<file path="config.mk">
export PLATFORM = sky130hd
export DESIGN_NAME = datetime_to_epoch_seconds
export DESIGN_NICKNAME = d
export VERILOG_FILES = /design/src/design/dtes_pkg.sv /design/src/design/datetime_to_epoch_seconds.sv
export SDC_FILE = /design/constraint.sdc
export NUM_CORES = 2
export LEC_CHECK = 0
export BUFFER_PORTS_ARGS = -buffer_cell sky130_fd_sc_hd__buf_2
export CAP_MARGIN = 20
export CELL_PAD_IN_SITES_DETAIL_PLACEMENT = 2
export CELL_PAD_IN_SITES_GLOBAL_PLACEMENT = 2
export CORE_ASPECT_RATIO = 1.5
export CORE_MARGIN = 2
export CORE_UTILIZATION = 38
export CTS_CLUSTER_SIZE = 28
export DETAILED_ROUTE_END_ITERATION = 7
export GPL_TIMING_DRIVEN = 0
export PLACE_DENSITY = 0.77
export SETUP_SLACK_MARGIN = 0.4
export SLEW_MARGIN = 0
export SYNTH_ARGS = -nofsm -noshare
export SYNTH_HDL_FRONTEND = slang
export SYNTH_SLANG_ARGS = --single-unit
</file>
<file path="constraint.sdc">
create_clock -name clk_i -period 8.71 [get_ports clk_i]
set_input_delay 0.871 -clock clk_i [delete_from_list [all_inputs] [get_ports clk_i]]
set_output_delay 0.871 -clock clk_i [all_outputs]
set_load 0.02 [all_outputs]
</file>
<file path="src/design/dtes_pkg.sv">
// dtes_pkg: constants and small decode functions for the date-to-epoch pipeline.
// Used by datetime_to_epoch_seconds; depends on nothing else.
`default_nettype none

package dtes_pkg;

  // Field widths inside the pipeline
  localparam int unsigned YEAR_W = 16;
  localparam int unsigned DAYS_W = 25;  // largest day count is about 23.2e6
  localparam int unsigned TSEC_W = 22;  // signed h/m/s/tz seconds
  localparam int unsigned PROD_W = 42;  // days * 86400 plus seconds
  localparam int unsigned Q100_W = 10;  // floor(65535 / 100) = 655
  localparam int unsigned TZ_W   = 12;  // offset within +/-1440, else zero

  localparam logic [15:0] BASE_YEAR    = 16'd2016;
  localparam logic [24:0] BASE_DAYS_M1 = 25'd16800;  // base day minus one for day-of-month
  localparam logic [24:0] LEAPS_2015   = 25'd488;    // 2015/4 - 2015/100 + 2015/400
  localparam logic [16:0] SECS_PER_DAY = 17'd86400;
  localparam logic signed [15:0] TZ_LIMIT = 16'sd1440;

  // n / 100 for any 16-bit n: (n * 83887) >> 23
  localparam logic [16:0] RECIP_100 = 17'd83887;
  localparam int unsigned RECIP_SHIFT = 23;

  localparam logic [3:0] MONTH_MAX = 4'd13;

  // Two BCD digits; a nibble above 9 keeps its plain weight
  function automatic logic [7:0] bcd2(input logic [7:0] b);
    return 8'(b[7:4]) * 8'd10 + 8'(b[3:0]);
  endfunction

  // Days in the months before month m, February counted as zero
  function automatic logic [8:0] month_cum(input logic [3:0] m);
    logic [8:0] r;
    case (m)
      4'd0, 4'd1: r = 9'd0;
      4'd2:       r = 9'd31;
      4'd3:       r = 9'd31;
      4'd4:       r = 9'd62;
      4'd5:       r = 9'd92;
      4'd6:       r = 9'd123;
      4'd7:       r = 9'd153;
      4'd8:       r = 9'd184;
      4'd9:       r = 9'd215;
      4'd10:      r = 9'd245;
      4'd11:      r = 9'd276;
      4'd12:      r = 9'd306;
      4'd13:      r = 9'd337;
      default:    r = 9'd0;
    endcase
    return r;
  endfunction

endpackage

`default_nettype wire

</file>
<file path="src/design/datetime_to_epoch_seconds.sv">
// datetime_to_epoch_seconds: five-stage pipeline from seven date bytes and a
// timezone offset to UTC epoch seconds. Depends on dtes_pkg.
// Throughput: one word per cycle while the output is taken; each stage advances
// on its own, so bubbles close up while a result waits on the output register.
// Reset: rst_ni clears only the stage valid bits; payload registers are not reset.
`default_nettype none

module datetime_to_epoch_seconds import dtes_pkg::*; (
  input  wire logic               clk_i,
  input  wire logic               rst_ni,
  input  wire logic               in_valid_i,
  output logic                    in_ready_o,
  input  wire logic [7:0]         date_byte0_i,
  input  wire logic [7:0]         date_byte1_i,
  input  wire logic [7:0]         date_byte2_i,
  input  wire logic [7:0]         date_byte3_i,
  input  wire logic [7:0]         date_byte4_i,
  input  wire logic [7:0]         date_byte5_i,
  input  wire logic [7:0]         date_byte6_i,
  input  wire logic signed [15:0] tz_minutes_i,
  output logic                    out_valid_o,
  input  wire logic               out_ready_i,
  output logic [63:0]             utc_seconds_o,
  output logic                    was_bcd_o,
  output logic                    month_clamped_o
);

  // ---------------------------------------------------------------------------
  // Stage enables: a stage loads when it is empty or the stage after it loads.
  // ---------------------------------------------------------------------------
  logic v1_q, v2_q, v3_q, v4_q, v5_q;
  logic en1, en2, en3, en4, en5;

  assign en5 = !v5_q || out_ready_i;
  assign en4 = !v4_q || en5;
  assign en3 = !v3_q || en4;
  assign en2 = !v2_q || en3;
  assign en1 = !v1_q || en2;
  assign in_ready_o = en1;

  always_ff @(posedge clk_i or negedge rst_ni) begin
    if (!rst_ni) begin
      v1_q <= 1'b0;
      v2_q <= 1'b0;
      v3_q <= 1'b0;
      v4_q <= 1'b0;
      v5_q <= 1'b0;
    end else begin
      if (en1) v1_q <= in_valid_i;
      if (en2) v2_q <= v1_q;
      if (en3) v3_q <= v2_q;
      if (en4) v4_q <= v3_q;
      if (en5) v5_q <= v4_q;
    end
  end

  // ---------------------------------------------------------------------------
  // Stage 1: pick BCD or binary reading, clamp month, zero an out-of-range timezone.
  // ---------------------------------------------------------------------------
  logic                bcd_d;
  logic [YEAR_W-1:0]   year_d;
  logic [7:0]          mon_raw;
  logic [3:0]          mon_d;
  logic                clamp_d;
  logic [7:0]          day_d, hour_d, min_d, sec_d;
  logic                tz_ok;
  logic [TZ_W-1:0]     tz_d;

  always_comb begin
    bcd_d = date_byte0_i >= 8'h20 && date_byte0_i <= 8'h30 && date_byte1_i <= 8'h99 &&
            date_byte2_i >= 8'h01 && date_byte2_i <= 8'h12 &&
            date_byte3_i >= 8'h01 && date_byte3_i <= 8'h31 &&
            date_byte4_i <= 8'h23 && date_byte5_i <= 8'h59 && date_byte6_i <= 8'h60;
    if (bcd_d) begin
      year_d  = 16'(date_byte0_i[7:4]) * 16'd1000 + 16'(date_byte0_i[3:0]) * 16'd100
              + 16'(bcd2(date_byte1_i));
      mon_raw = bcd2(date_byte2_i);
      day_d   = bcd2(date_byte3_i);
      hour_d  = bcd2(date_byte4_i);
      min_d   = bcd2(date_byte5_i);
      sec_d   = bcd2(date_byte6_i);
    end else begin
      year_d  = {date_byte1_i, date_byte0_i};
      mon_raw = date_byte2_i;
      day_d   = date_byte3_i;
      hour_d  = date_byte4_i;
      min_d   = date_byte5_i;
      sec_d   = date_byte6_i;
    end
    // A month past 13 would run off the month table: hold it at a full year
    clamp_d = mon_raw > 8'(MONTH_MAX);
    mon_d   = clamp_d ? MONTH_MAX : mon_raw[3:0];
    // Drop an offset beyond a full day
    tz_ok   = tz_minutes_i >= -TZ_LIMIT && tz_minutes_i <= TZ_LIMIT;
    tz_d    = tz_ok ? tz_minutes_i[TZ_W-1:0] : '0;
  end

  logic                s1_bcd_q, s1_clamp_q;
  logic [YEAR_W-1:0]   s1_year_q;
  logic [3:0]          s1_mon_q;
  logic [7:0]          s1_day_q, s1_hour_q, s1_min_q, s1_sec_q;
  logic [TZ_W-1:0]     s1_tz_q;

  always_ff @(posedge clk_i) begin
    if (en1) begin
      s1_bcd_q   <= bcd_d;
      s1_clamp_q <= clamp_d;
      s1_year_q  <= year_d;
      s1_mon_q   <= mon_d;
      s1_day_q   <= day_d;
      s1_hour_q  <= hour_d;
      s1_min_q   <= min_d;
      s1_sec_q   <= sec_d;
      s1_tz_q    <= tz_d;
    end
  end

  // ---------------------------------------------------------------------------
  // Stage 2: divide year and year-1 by 100, days of whole years, time of day.
  // ---------------------------------------------------------------------------
  logic [YEAR_W-1:0]   yprev;
  logic [32:0]         py_prod, pn_prod;
  logic                ygt_d;
  logic [DAYS_W-1:0]   ydays_d;
  logic [12:0]         tzmin;
  logic [TSEC_W-1:0]   tsec_d;

  always_comb begin
    yprev   = s1_year_q - 16'd1;
    py_prod = 33'(s1_year_q) * 33'(RECIP_100);
    pn_prod = 33'(yprev) * 33'(RECIP_100);
    ygt_d   = s1_year_q > BASE_YEAR;
    ydays_d = ygt_d ? 25'(s1_year_q - BASE_YEAR) * 25'd365 : '0;
    // Offset minutes plus minute field, signed; fits 13 bits
    tzmin   = {s1_tz_q[TZ_W-1], s1_tz_q} + {5'b0, s1_min_q};
    tsec_d  = 22'(s1_hour_q) * 22'd3600
            + {{(TSEC_W-13){tzmin[12]}}, tzmin} * 22'd60
            + 22'(s1_sec_q);
  end

  logic                s2_bcd_q, s2_clamp_q, s2_ygt_q;
  logic [YEAR_W-1:0]   s2_year_q, s2_yprev_q;
  logic [Q100_W-1:0]   s2_qy_q, s2_qn_q;
  logic [DAYS_W-1:0]   s2_ydays_q;
  logic [3:0]          s2_mon_q;
  logic [7:0]          s2_day_q;
  logic [TSEC_W-1:0]   s2_tsec_q;

  always_ff @(posedge clk_i) begin
    if (en2) begin
      s2_bcd_q   <= s1_bcd_q;
      s2_clamp_q <= s1_clamp_q;
      s2_ygt_q   <= ygt_d;
      s2_year_q  <= s1_year_q;
      s2_yprev_q <= yprev;
      s2_qy_q    <= py_prod[RECIP_SHIFT +: Q100_W];
      s2_qn_q    <= pn_prod[RECIP_SHIFT +: Q100_W];
      s2_ydays_q <= ydays_d;
      s2_mon_q   <= s1_mon_q;
      s2_day_q   <= s1_day_q;
      s2_tsec_q  <= tsec_d;
    end
  end

  // ---------------------------------------------------------------------------
  // Stage 3: leap count, leap year test, month days, total day number.
  // ---------------------------------------------------------------------------
  logic [13:0]         leaps_n;
  logic                div100, leap;
  logic [8:0]          feb;
  logic [DAYS_W-1:0]   lterm, days_d;

  always_comb begin
    leaps_n = 14'(s2_yprev_q >> 2) - 14'(s2_qn_q) + 14'(s2_qn_q >> 2);
    div100  = 17'(s2_year_q) == 17'(s2_qy_q) * 17'd100;
    // Century years are leap only when the century count divides by four
    leap    = s2_year_q[1:0] == 2'b00 && !(div100 && s2_qy_q[1:0] != 2'b00);
    feb     = (s2_mon_q >= 4'd3) ? (leap ? 9'd29 : 9'd28) : 9'd0;
    lterm   = s2_ygt_q ? 25'(leaps_n) - LEAPS_2015 : '0;
    days_d  = BASE_DAYS_M1 + s2_ydays_q + lterm + 25'(month_cum(s2_mon_q)) + 25'(feb)
            + 25'(s2_day_q);
  end

  logic                s3_bcd_q, s3_clamp_q;
  logic [DAYS_W-1:0]   s3_days_q;
  logic [TSEC_W-1:0]   s3_tsec_q;

  always_ff @(posedge clk_i) begin
    if (en3) begin
      s3_bcd_q   <= s2_bcd_q;
      s3_clamp_q <= s2_clamp_q;
      s3_days_q  <= days_d;
      s3_tsec_q  <= s2_tsec_q;
    end
  end

  // ---------------------------------------------------------------------------
  // Stage 4: days to seconds.
  // ---------------------------------------------------------------------------
  logic                s4_bcd_q, s4_clamp_q;
  logic [PROD_W-1:0]   s4_prod_q;
  logic [TSEC_W-1:0]   s4_tsec_q;

  always_ff @(posedge clk_i) begin
    if (en4) begin
      s4_bcd_q   <= s3_bcd_q;
      s4_clamp_q <= s3_clamp_q;
      s4_prod_q  <= 42'(s3_days_q) * 42'(SECS_PER_DAY);
      s4_tsec_q  <= s3_tsec_q;
    end
  end

  // ---------------------------------------------------------------------------
  // Stage 5: add the signed time of day into the output register. The total
  // never goes negative since the day count starts near 16800.
  // ---------------------------------------------------------------------------
  logic [PROD_W-1:0]   sum_d;
  logic                s5_bcd_q, s5_clamp_q;
  logic [PROD_W-1:0]   s5_utc_q;

  assign sum_d = s4_prod_q + {{(PROD_W-TSEC_W){s4_tsec_q[TSEC_W-1]}}, s4_tsec_q};

  always_ff @(posedge clk_i) begin
    if (en5) begin
      s5_bcd_q   <= s4_bcd_q;
      s5_clamp_q <= s4_clamp_q;
      s5_utc_q   <= sum_d;
    end
  end

  assign out_valid_o     = v5_q;
  assign utc_seconds_o   = 64'(s5_utc_q);
  assign was_bcd_o       = s5_bcd_q;
  assign month_clamped_o = s5_clamp_q;

endmodule

`default_nettype wire

</file>
==> flow_summary.toml <==
[sta]
fin_skew_ns = 0.0410
fmax_mhz = 124
whs_ns = 0.0793
rsz0062_at_grt = "yes"
finalSetupViolations = 0
period_needed_ns = 8.09
worst_slew_pin_slew_ns = 1.06
report.final.hold_viol_count = 0
slew_headroom_pct = 29.0
maxSlewViolCount = 0
fin_crit_sh_pct = 92.9

[floorplanning]
die_h_um = 406
num_rows = 147
die_x_um = 272
num_io_pins = 144
initial_utilization_pct = 38.3
coreArea_um2 = 107000
die_area_um2 = 110000

[routing]
wire_per_inst_um = 21.9
vias = 28800
drc = 0
via_per_inst = 5.24
ant_nets = 0
drt-total-wl_um = 120000
drt_iter0_drc = 858
first_pass_iters = 4

[final_layout]
layout_common_cells = "ha_1 (802), inv_1 (736), fa_1 (414)"
drive_gt1_share_pct = 7.32
final_common_cell = "ha_1"
nets = 5330
area_growth_pct = 10.8

[cts]
clockBufferDepth = 3
cts_sinks = 344
worst_skew_pair.late_latency_ns = 0.63
cts_tree = "done"
clkTransAtPathRegs_ns = 0.06
numCtsBuffers = 42
ctsHtreeMaxLevel = 2
root_buffer = "clkbuf_16"

[global_route]
track_usage_pct = 22.3
grt_pass1_wl_um = 190000
grt_max_degree = 67
antenna_found_initial = 4
grt_pass1_vias = 34400
gr-total-overflow = 0

[critical_path]
crit_path_start_kind = "flop"
critPathMaxStageDelay_ns = 0.65
end_kind = "flop"
critical-path-slowest-cell = "fa_2"
required_ns = 9.06
r2r_end = "s2_qn_q[9]"
reg2reg_depth = 28
crit_fanout = 4
rr_startpoint = "s1_year_q[1]"
cpMostUsedCell = "fa_1"
arrival_ns = 8.45
path_class = "reg -> reg"
r2r_setup_slack_ns = 0.62

[synth]
synthCells = 3816
async_flop_share_pct = 1.45
synth.avg_cell_area_um2 = 10.7
ys_seq_area_share_pct = 25.0
synth_edf_count = 330
syn-cell-area_um2 = 40900
ys_types = 87
ys_warn_count = 0
ys.flop_type = "edfxtp_1"
ys_ff_latch = 344

[run]
maxCapViolCount = 0

[placement]
port_buffers = 121
gp_congestion = 0.854
hpwl_um = 100000

[worst_hold_path]
hold_path.class = "in -> async"

[status]
status = "completed"
## synthesized netlist by cell type, types with 5 or more instances
| master | instances | area, µm² |
|---|---|---|
| o21a_1 | 31 | 233 |
| dfxtp_1 | 9 | 180 |
| nand2_1 | 142 | 533 |
| edfxtp_1 | 330 | 9910 |
| nand3_1 | 51 | 255 |
| buf_4 | 22 | 165 |
| a2111oi_0 | 9 | 78.8 |
| mux2i_1 | 9 | 90.1 |
| nand4_1 | 14 | 87.6 |
| o21ai_0 | 74 | 370 |
| a21o_1 | 93 | 698 |
| o22ai_1 | 5 | 31.3 |
| a31oi_1 | 9 | 56.3 |
| nand3b_1 | 5 | 37.5 |
| nor3_1 | 48 | 240 |
| a21oi_1 | 185 | 926 |
| o21ai_1 | 70 | 350 |
| nor2_1 | 133 | 499 |
| dfrtp_1 | 5 | 125 |
| a211o_1 | 8 | 70.1 |
| nor2b_1 | 36 | 225 |
| xor2_1 | 98 | 858 |
| fa_1 | 415 | 8310 |
| and3_1 | 24 | 150 |
| xnor2_1 | 179 | 1570 |
| o31ai_1 | 18 | 135 |
| and2_1 | 19 | 119 |
| or3_1 | 11 | 68.8 |
| ha_1 | 802 | 10000 |
| inv_1 | 742 | 2790 |
| nor4_1 | 10 | 62.6 |
| o21bai_1 | 26 | 195 |
| nand2b_1 | 28 | 175 |
| a21boi_1 | 5 | 37.5 |
| o2111ai_1 | 6 | 52.6 |
| o211ai_1 | 11 | 82.6 |
| a211oi_1 | 27 | 203 |
| or2_2 | 8 | 50.1 |
| clkbuf_1 | 18 | 67.6 |
## critical path: cells and delay by family, from the launching register on
kind	cells	cell delay, ns
xor gates and xnor gates	2	0.31
DFF	1	0.46
and+or+nand+nor	9	1.41
adders and majority gates	8	3.85
buffers and inverters	5	0.76
AOI/OAI and AO/OA	4	1.02
## layout make-up
| class | instances | area (µm²) |
|---|---|---|
| Timing Repair Buffer | 156 | 991 |
| Clock inverter | 25 | 305 |
| Sequential cell | 344 | 10200 |
| Tap cell | 1415 | 1770 |
| Buffer | 42 | 249 |
| Multi-Input combinational cell | 2707 | 27900 |
| Clock buffer | 51 | 1080 |
| Fill cell | 11200 | 61600 |
| Antenna cell | 3 | 7.51 |
| Inverter | 744 | 2800 |
## metal layers
| metal | global-route usage, % | routed length [µm] | up-vias |
|---|---|---|---|
| met3 | 2.22 | 2300 | 240 |
| li1 | - | - | 13300 |
| met5 | 0 | 13 | - |
| met2 | 46.4 | 70200 | 396 |
| met4 | 11.0 | 6590 | 2 |
| met1 | 21.0 | 41100 | 14800 |
## stage by stage
stage | cell area, µm² | instances | setup TNS, ns | worst slack (ns) | utilization [%]
after global routing | 45300 | 5487 | 0 | 0.346 | 42.4
final | 45300 | 5487 | 0 | 0.617 | 42.4
after floorplan | 41000 | 3837 | 0 | 0.961 | -
after CTS | 45200 | 5480 | 0 | 0.433 | 42.3
after global placement | 43300 | 5373 | -91.22 | -1.76 | 40.6
after detailed placement | 43600 | 5389 | -11.16 | -1.47 | 40.8
## sequential cells by signal, indices dropped and copies added, names as in the netlist, 12 cells and up, named ones only
name / count
s4_prod_q: 35
s2_tsec_q: 22
s5_utc_q: 42
s3_tsec_q: 22
s2_ydays_q: 25
s1_tz_q: 12
s1_year_q: 16
s2_year_q: 16
s3_days_q: 25
s4_tsec_q: 22
s2_yprev_q: 14
## cells by family (layout without fill, tap and decap cells)
kind of cell / after synthesis / after routing / share of synthesized area (%)
adder cells (fa/ha/maj): 1217 / 1217 / 44.9
buffers and inverters: 786 / 1018 / 7.44
AO/OA/AOI/OAI: 627 / 627 / 9.84
AND/OR/NAND/NOR: 551 / 551 / 6.57
flip-flops: 344 / 344 / 25.0
XOR/XNOR: 277 / 277 / 5.93
multiplexers: 13 / 13 / 0.358
other: 1 / 25 / 0.00917
## how the worst max path moves through the flow
| stage | startpoint | endpoint |
|---|---|---|
| floorplan | s1_year_q[0] | s2_qn_q[9] |
| CTS | s1_year_q[8] | s2_qn_q[9] |
| global placement | out_ready_i | in_ready_o |
| global route | s1_year_q[1] | s2_qn_q[9] |
| finish | s1_year_q[1] | s2_qn_q[9] |
| detailed placement | s1_year_q[0] | s2_qn_q[9] |
## repair_timing
action	4_1_cts	5_1_grt
gates resized for setup	19	9
gates cloned	0	0
setup endpoints to repair	10	9
buffers inserted	15	3
hold buffers	0	0
pin swaps	2	4
Power is not shown: default switching activity piles up to over one toggle a cycle in this logic, so the estimate is an artifact.
